$ cat src/design/threshold_spike_extractor_unit_defines.svh
`ifndef THRESHOLD_SPIKE_EXTRACTOR_UNIT_DEFINES_SVH
`define THRESHOLD_SPIKE_EXTRACTOR_UNIT_DEFINES_SVH

// same-cycle implication
`define TSX_ASSERT_NOW(label, clk, rst_n, ante, cons) \
	label: assert property (@(posedge clk) disable iff (!rst_n) (ante) |-> (cons)) \
		else $error("tsx check failed");

// next-cycle implication
`define TSX_ASSERT_NEXT(label, clk, rst_n, ante, cons) \
	label: assert property (@(posedge clk) disable iff (!rst_n) (ante) |=> (cons)) \
		else $error("tsx check failed");

`endif

$ cat src/design/tsx_pkg.sv
package tsx_pkg;

	localparam int MAX_SAMPLES   = 4096;
	localparam int SAMPLE_BITS   = 16;
	localparam int POS_BITS      = 12;
	localparam int WIDTH_BITS    = 13;
	localparam int GAP_BITS      = 8;
	localparam int CFG_IDX_BITS  = 2;
	localparam int CFG_DATA_BITS = 16;

	localparam logic [CFG_IDX_BITS-1:0] REG_THRESHOLD     = 2'd0;
	localparam logic [CFG_IDX_BITS-1:0] REG_CONFIRM_COUNT = 2'd1;
	localparam logic [CFG_IDX_BITS-1:0] REG_IGNORE_COUNT  = 2'd2;

	localparam logic [WIDTH_BITS-1:0] RUN_MAX = WIDTH_BITS'(MAX_SAMPLES);
	localparam logic [POS_BITS-1:0]   POS_MAX = POS_BITS'(MAX_SAMPLES - 1);

	typedef struct packed {
		logic signed [SAMPLE_BITS-1:0] sample;
		logic                          frame_last;
	} in_word_t;

	typedef struct packed {
		logic [POS_BITS-1:0]           peak_index;
		logic signed [SAMPLE_BITS-1:0] peak_value;
		logic [WIDTH_BITS-1:0]         spike_width;
	} out_word_t;

	typedef struct packed {
		logic signed [SAMPLE_BITS-1:0] threshold;
		logic [WIDTH_BITS-1:0]         confirm_count;
		logic [GAP_BITS-1:0]           ignore_count;
	} cfg_t;

endpackage

$ cat src/design/tsx_cfg_regs.sv
module tsx_cfg_regs (
	input  logic                                 clk,
	input  logic                                 arst_n,
	input  logic                                 cfg_we,
	input  logic [tsx_pkg::CFG_IDX_BITS-1:0]     cfg_index,
	input  logic [tsx_pkg::CFG_DATA_BITS-1:0]    cfg_data,
	output tsx_pkg::cfg_t                        cfg
);

	tsx_pkg::cfg_t cfg_q;

	always_ff @(posedge clk or negedge arst_n) begin
		if (!arst_n) begin
			cfg_q.threshold     <= '0;
			cfg_q.confirm_count <= tsx_pkg::WIDTH_BITS'(1);
			cfg_q.ignore_count  <= '0;
		end else if (cfg_we) begin
			unique case (cfg_index)
				tsx_pkg::REG_THRESHOLD: begin
					cfg_q.threshold <= cfg_data[tsx_pkg::SAMPLE_BITS-1:0];
				end
				tsx_pkg::REG_CONFIRM_COUNT: begin
					cfg_q.confirm_count <= cfg_data[tsx_pkg::WIDTH_BITS-1:0];
				end
				tsx_pkg::REG_IGNORE_COUNT: begin
					cfg_q.ignore_count <= cfg_data[tsx_pkg::GAP_BITS-1:0];
				end
				default: begin
					cfg_q <= cfg_q;
				end
			endcase
		end
	end

	assign cfg = cfg_q;

endmodule

$ cat src/design/tsx_in_stage.sv
module tsx_in_stage (
	input  logic              clk,
	input  logic              arst_n,
	input  logic              sample_valid,
	output logic              sample_ready,
	input  tsx_pkg::in_word_t sample_word,
	input  logic              advance,
	output logic              valid,
	output tsx_pkg::in_word_t word
);

	logic              valid_s1;
	tsx_pkg::in_word_t word_s1;

	assign sample_ready = !valid_s1 || advance;

	always_ff @(posedge clk or negedge arst_n) begin
		if (!arst_n) begin
			valid_s1 <= 1'b0;
		end else if (sample_ready) begin
			valid_s1 <= sample_valid;
		end
	end

	always_ff @(posedge clk) begin
		if (sample_valid && sample_ready) begin
			word_s1 <= sample_word;
		end
	end

	assign valid = valid_s1;
	assign word  = word_s1;

endmodule

$ cat src/design/tsx_core.sv
module tsx_core (
	input  logic               clk,
	input  logic               arst_n,
	input  tsx_pkg::cfg_t      cfg,
	input  logic               advance,
	input  tsx_pkg::in_word_t  word,
	output logic               hit,
	output tsx_pkg::out_word_t result,
	output logic [tsx_pkg::POS_BITS-1:0] position
);

	logic                                  in_spike_q;
	logic [tsx_pkg::WIDTH_BITS-1:0]        run_q;
	logic [tsx_pkg::GAP_BITS-1:0]          gap_q;
	logic [tsx_pkg::POS_BITS-1:0]          best_idx_q;
	logic signed [tsx_pkg::SAMPLE_BITS-1:0] best_val_q;
	logic [tsx_pkg::POS_BITS-1:0]          pos_q;

	logic                                  in_spike_d;
	logic [tsx_pkg::WIDTH_BITS-1:0]        run_d;
	logic [tsx_pkg::GAP_BITS-1:0]          gap_d;
	logic [tsx_pkg::POS_BITS-1:0]          best_idx_d;
	logic signed [tsx_pkg::SAMPLE_BITS-1:0] best_val_d;
	logic [tsx_pkg::POS_BITS-1:0]          pos_d;

	logic signed [tsx_pkg::SAMPLE_BITS-1:0] s;
	logic signed [tsx_pkg::SAMPLE_BITS-1:0] thr;
	logic                                  above;
	logic [tsx_pkg::WIDTH_BITS-1:0]        run_inc;
	logic [tsx_pkg::WIDTH_BITS:0]          need;

	always_comb begin
		s       = word.sample;
		thr     = cfg.threshold;
		above   = (s > thr) && !word.frame_last;
		run_inc = (run_q < tsx_pkg::RUN_MAX) ? run_q + 1'b1 : run_q;
		need    = {1'b0, cfg.confirm_count}
			+ {{(tsx_pkg::WIDTH_BITS + 1 - tsx_pkg::GAP_BITS){1'b0}}, cfg.ignore_count};

		in_spike_d = in_spike_q;
		run_d      = run_q;
		gap_d      = gap_q;
		best_idx_d = best_idx_q;
		best_val_d = best_val_q;
		pos_d      = pos_q;
		hit        = 1'b0;

		result.peak_index  = best_idx_q;
		result.peak_value  = best_val_q;
		result.spike_width = run_q;

		if (above) begin
			if (!in_spike_q) begin
				in_spike_d = 1'b1;
				run_d      = tsx_pkg::WIDTH_BITS'(1);
				best_idx_d = pos_q;
				best_val_d = s;
			end else begin
				if (best_val_q < s) begin
					best_idx_d = pos_q;
					best_val_d = s;
				end
				run_d = run_inc;
			end
			gap_d = '0;
		end else if (in_spike_q) begin
			if (cfg.ignore_count > gap_q) begin
				run_d = run_inc;
				gap_d = gap_q + 1'b1;
			end else begin
				hit        = {1'b0, run_q} >= need;
				in_spike_d = 1'b0;
				run_d      = '0;
				gap_d      = '0;
				best_idx_d = '0;
				best_val_d = '0;
			end
		end

		// frame end clears everything
		if (word.frame_last) begin
			in_spike_d = 1'b0;
			run_d      = '0;
			gap_d      = '0;
			best_idx_d = '0;
			best_val_d = '0;
			pos_d      = '0;
		end else if (pos_q < tsx_pkg::POS_MAX) begin
			pos_d = pos_q + 1'b1;
		end
	end

	always_ff @(posedge clk or negedge arst_n) begin
		if (!arst_n) begin
			in_spike_q <= 1'b0;
			run_q      <= '0;
			gap_q      <= '0;
			best_idx_q <= '0;
			best_val_q <= '0;
			pos_q      <= '0;
		end else if (advance) begin
			in_spike_q <= in_spike_d;
			run_q      <= run_d;
			gap_q      <= gap_d;
			best_idx_q <= best_idx_d;
			best_val_q <= best_val_d;
			pos_q      <= pos_d;
		end
	end

	assign position = pos_q;

endmodule

$ cat src/design/tsx_out_stage.sv
module tsx_out_stage (
	input  logic               clk,
	input  logic               arst_n,
	input  logic               advance,
	input  logic               hit,
	input  tsx_pkg::out_word_t result,
	output logic               free,
	output logic               spike_valid,
	input  logic               spike_ready,
	output tsx_pkg::out_word_t spike_word
);

	logic               valid_q;
	tsx_pkg::out_word_t word_q;

	assign free = !valid_q || spike_ready;

	always_ff @(posedge clk or negedge arst_n) begin
		if (!arst_n) begin
			valid_q <= 1'b0;
		end else if (advance) begin
			valid_q <= hit;
		end else if (spike_ready) begin
			valid_q <= 1'b0;
		end
	end

	always_ff @(posedge clk) begin
		if (advance && hit) begin
			word_q <= result;
		end
	end

	assign spike_valid = valid_q;
	assign spike_word  = word_q;

endmodule

$ cat src/design/threshold_spike_extractor_unit.sv
// Threshold run peak detector. Takes one sample word per cycle, sustained, as long as
// the result side keeps up; a sample whose run closes yields its spike word via one input
// register and one result register. Run state updates once per sample, giving one sample
// per clock while the result side keeps up. The user must write configuration through
// cfg_we/cfg_index/cfg_data only while no sample is in flight; the block does not enforce it.
`include "threshold_spike_extractor_unit_defines.svh"

module threshold_spike_extractor_unit (
	input  logic                              clk,
	input  logic                              arst_n,
	input  logic                              cfg_we,
	input  logic [tsx_pkg::CFG_IDX_BITS-1:0]  cfg_index,
	input  logic [tsx_pkg::CFG_DATA_BITS-1:0] cfg_data,
	input  logic                              sample_valid,
	output logic                              sample_ready,
	input  tsx_pkg::in_word_t                 sample_word,
	output logic                              spike_valid,
	input  logic                              spike_ready,
	output tsx_pkg::out_word_t                spike_word
);

	tsx_pkg::cfg_t      cfg;
	logic               s1_valid;
	tsx_pkg::in_word_t  s1_word;
	logic               out_free;
	logic               advance;
	logic               hit;
	tsx_pkg::out_word_t result;
	logic [tsx_pkg::POS_BITS-1:0] position;

	assign advance = s1_valid && out_free;

	tsx_cfg_regs u_cfg (
		.clk       (clk),
		.arst_n    (arst_n),
		.cfg_we    (cfg_we),
		.cfg_index (cfg_index),
		.cfg_data  (cfg_data),
		.cfg       (cfg)
	);

	tsx_in_stage u_in (
		.clk          (clk),
		.arst_n       (arst_n),
		.sample_valid (sample_valid),
		.sample_ready (sample_ready),
		.sample_word  (sample_word),
		.advance      (advance),
		.valid        (s1_valid),
		.word         (s1_word)
	);

	tsx_core u_core (
		.clk      (clk),
		.arst_n   (arst_n),
		.cfg      (cfg),
		.advance  (advance),
		.word     (s1_word),
		.hit      (hit),
		.result   (result),
		.position (position)
	);

	tsx_out_stage u_out (
		.clk         (clk),
		.arst_n      (arst_n),
		.advance     (advance),
		.hit         (hit),
		.result      (result),
		.free        (out_free),
		.spike_valid (spike_valid),
		.spike_ready (spike_ready),
		.spike_word  (spike_word)
	);

	`TSX_ASSERT_NOW(a_empty_stage_ready, clk, arst_n, !s1_valid, sample_ready)
	`TSX_ASSERT_NOW(a_new_word_from_advance, clk, arst_n, $rose(spike_valid), $past(advance))
	`TSX_ASSERT_NOW(a_width_nonzero, clk, arst_n, spike_valid, spike_word.spike_width != '0)
	`TSX_ASSERT_NEXT(a_frame_end_rewinds, clk, arst_n, advance && s1_word.frame_last, position == '0)

endmodule
$ cat config.mk
export PLATFORM = sky130hd
export DESIGN_NAME = threshold_spike_extractor_unit
export DESIGN_NICKNAME = d
export VERILOG_FILES = /design/src/design/tsx_pkg.sv /design/src/design/tsx_cfg_regs.sv /design/src/design/tsx_in_stage.sv /design/src/design/tsx_core.sv /design/src/design/tsx_out_stage.sv /design/src/design/threshold_spike_extractor_unit.sv
export VERILOG_INCLUDE_DIRS = /design/src /design/src/design
export SDC_FILE = /design/constraint.sdc
export NUM_CORES = 1
export LEC_CHECK = 0
export ABC_AREA = 1
export BUFFER_PORTS_ARGS = -buffer_cell sky130_fd_sc_hd__clkbuf_2
export CORE_ASPECT_RATIO = 1.5
export CORE_UTILIZATION = 48
export DETAILED_ROUTE_END_ITERATION = 12
export GPL_TIMING_DRIVEN = 0
export PLACE_DENSITY = 0.69
export SYNTH_ARGS = -nofsm -noshare
export SYNTH_HDL_FRONTEND = slang
export SYNTH_SLANG_ARGS = --single-unit
$ cat constraint.sdc
create_clock -name clk -period 3.89 [get_ports clk]
set_input_delay 0.1945 -clock clk [delete_from_list [all_inputs] [get_ports clk]]
set_output_delay 0.1945 -clock clk [all_outputs]
set_load 0.01 [all_outputs]
==> flow_summary.ini <==
[route]
drt-initial-drc-count = 241
num_vias = 6307
detail-route-antenna-nets = 0
drcViolationCount = 0
drt_wl_total_mm = 18.0
drt_first_pass_iters = 4
drt-wirelength-per-cell_um = 14.5
vias_per_cell = 5.09

[cts]
clk_latency_ns = 0.42
clockBufferDepth = 2
postCtsSetupBuffers = 0
cts_root_buffer = clkbuf_16
tritoncts.num_buffers = 17
clk_pin_slew_worst_setup_hold_paths_ns = 0.06
cts_tree = built
h-tree-depth = 4
cts_num_sinks = 159

[worst_setup_path]
critPathRequiredTime_ns = 3.95
rr_startpoint = u_cfg.cfg[2]
worst_setup_path_startpoint = u_cfg.cfg[2]
worstSetupEndpointType = flop
startpoint_type = flop
critPathKind = reg -> reg
timing.critical_path.cells = ha_1, a21oi_1, nand2_1, a31oi_1, nor2_1, nor2_1, xor2_1, ha_1, nand2_1, nor2_1, a211oi_1, nand2_1, nand2_1, nand2_1, nand2_1, nand2_1, nand2_1, inv_4
crit_arrival_ns = 3.53
cp_max_fo = 41
path_common_cell = nand2_1
slowest_delay_ns = 0.43
crit_path_top_delay_cell = inv_4

[die]
floorplan.initialDensity = 0.493
floorplan.io_pins = 83
die_height_um = 163
row_count = 58
die-width_um = 109
floorplan.die_area_mm2 = 0.0178
placeable_core_area_mm2 = 0.0168

[worst_hold_path]
min_from = cfg_data[15]
hold_path_class = in -> reg

[layout]
finish.utilization = 0.578
fillCellCount = 1491
syn2layout_area_growth_pct = 17.3
sequential_cell_area_mm2 = 0.00427
post_route_non_filler_standard_cell_count = 1238
multi_input_area_mm2 = 0.00342
design.final.nets = 1119
drive_above_1_share = 0.166
insertedDiodeCount = 0

[grt]
grt.total_usage = 0.220
global_route_wire_length_before_repair_mm = 29.9
met2_usage = 0.388
grt_busiest_layer = met2
grt.met1_usage = 0.259
number_of_global_route_vias_before_repair = 6284
grt_max_degree = 102
global_route.usage.met3 = 0.0283
antenna_violations_before_repair = 0
overflow = 0

[power]
power-per-cell-area_mw_per_mm2 = 472
p_total_mw = 4.59
vdd_drop_max_v = 0.000268
static-leakage-power_nw = 4.76

[synth]
postSynthRegisterBits = 159
postSynthNetCount = 1000
commonest_cells_in_the_netlist = nand2_1, inv_1, dfrtp_1
synthCells = 896
post_synth.cell_area_avg_um2 = 9.27
yosysTopAreaCellShare = 0.301
synth_area_mm2 = 0.00830
yosys.area.top_type = dfrtp_1
synth_sequential_area_ratio = 0.514
synthArstFlopShare = 0.635
yosysUniqueCellTypes = 43
ys_dominant_reg_cell = dfrtp_1
synth.most_common_cell = nand2_1
yosysWarningCount = 0
synth-edff-count = 58
ranking_of_synthesized_cells_by_area = dfrtp_1, edfxtp_1, nand2_1

[placed_design]
place_worst_setup_slack_ns = 0.116
gp_routability_congestion = 0.821
io_buffer_count = 82
hpwlAfterDp_mm = 12.7
post-place-cells = 1188

[timing]
finalWorstSetupSlack_ns = 0.413
rsz_0062_raised_after_global_routing = false
setup-violations-final = 0
clock-skew-final_ns = 0.0131
report.final.slew_viol_count = 0
fmax_mhz = 288
report.final.hold_viol_count = 0
tightest_slew_ns = 0.840
timing.slew.headroom = 0.440
minimum_clock_period_after_layout_ns = 3.48
fin_crit_sh = 0.894

[run_status]
run_status = complete, no violations

[run]
max_capacitance_violation_count = 0
-- kinds of logic after synthesis --
family | after synthesis | share of synthesized area
buffers and inverters | 143 | 0.0735
AO/OA/AOI/OAI | 111 | 0.0707
adder cells (fa/ha/maj) | 64 | 0.0973
AND/OR/NAND/NOR | 396 | 0.220
flip-flops | 159 | 0.514
XOR/XNOR | 23 | 0.0243
-- worst max-delay path: cells and delay by family (launching register included) --
family	cells	cell delay, ns
buffers and inverters	1	0.43
AOI/OAI and AO/OA	3	0.50
adders and majority gates	2	0.66
xor gates and xnor gates	1	0.11
DFF	1	0.40
and+or+nand+nor	11	1.00
-- cell type report --
cell class                      instances  share of cell area
Sequential cell                       159               0.438
Multi-Input combinational cell        594               0.351
Timing Repair Buffer                  100              0.0615
Inverter                              120              0.0465
Clock buffer                           19              0.0455
Tap cell                              210              0.0270
Buffer                                 23              0.0164
Clock inverter                         13              0.0131
-- flip-flops by register name, summed over array words and instances (netlist names), 8 cells and up --
signal,cells
u_in.word,17
u_core.run_q,13
u_core.gap_q,8
u_core.best_idx_q,12
u_core.position,12
u_core.best_val_q,16
u_out.spike_word,41
u_cfg.cfg,37
-- through the flow --
step | hold WS (ns) | instance area, um^2 | setup TNS, ns
6_report | 0.0213 | 9740 | 0
5_1_grt | 0.0407 | 9740 | 0
4_1_cts | 0.0135 | 9740 | 0
3_5_place_dp | 0.361 | 8990 | 0
3_3_place_gp | 0.373 | 8980 | -15.45
2_1_floorplan | -0.101 | 8300 | 0
-- cells in the final DEF (no fill, tap or decap), types with 21 or more instances in the layout --
cell type and n:
dfrtp_1 100, nand3_2 21, nor2_1 70, nand2_1 222
o21ai_0 56, ha_1 63, edfxtp_1 58, inv_1 116
nand3_1 39, clkbuf_2 81, a21oi_1 39
-- where the power goes --
group,total [mW],switching [mW],internal [mW],leakage (nW)
clock network,1.63,0.716,0.912,0.277
logic,0.943,0.578,0.364,2.61
registers,2.02,0.129,1.89,1.87
-- per-layer routing --
| metal | wire (um) | part of all wire | vias to the layer above |
|---|---|---|---|
| met5 | 0 | 0 | - |
| met4 | 715 | 0.040 | 0 |
| met3 | 557 | 0.031 | 54 |
| met2 | 9280 | 0.52 | 148 |
| met1 | 7410 | 0.41 | 2936 |
| li1 | - | - | 3169 |
-- final timing paths --
check / end / slack, ns / cells after the start
setup / recovery: u_out.spike_word[36] / 0.41 / 18
hold reg to reg: u_out.spike_word[34] / 0.45 / 0
hold / removal: u_cfg.cfg[36] / 0.02 / 3
min in group asynchronous: u_cfg.cfg[15] / 0.42 / 2
max in group asynchronous: u_core.position[11] / 2.87 / 2
setup reg to reg: u_out.spike_word[36] / 0.41 / 18
-- what timing repair did --
item                                    CTS  global route
gates resized for setup                   0             2
hold buffers                             18             0
endpoints found under the setup margin    0            41
hold endpoints to repair                117             0
Note: power is estimated with default switching activity, not from simulation.
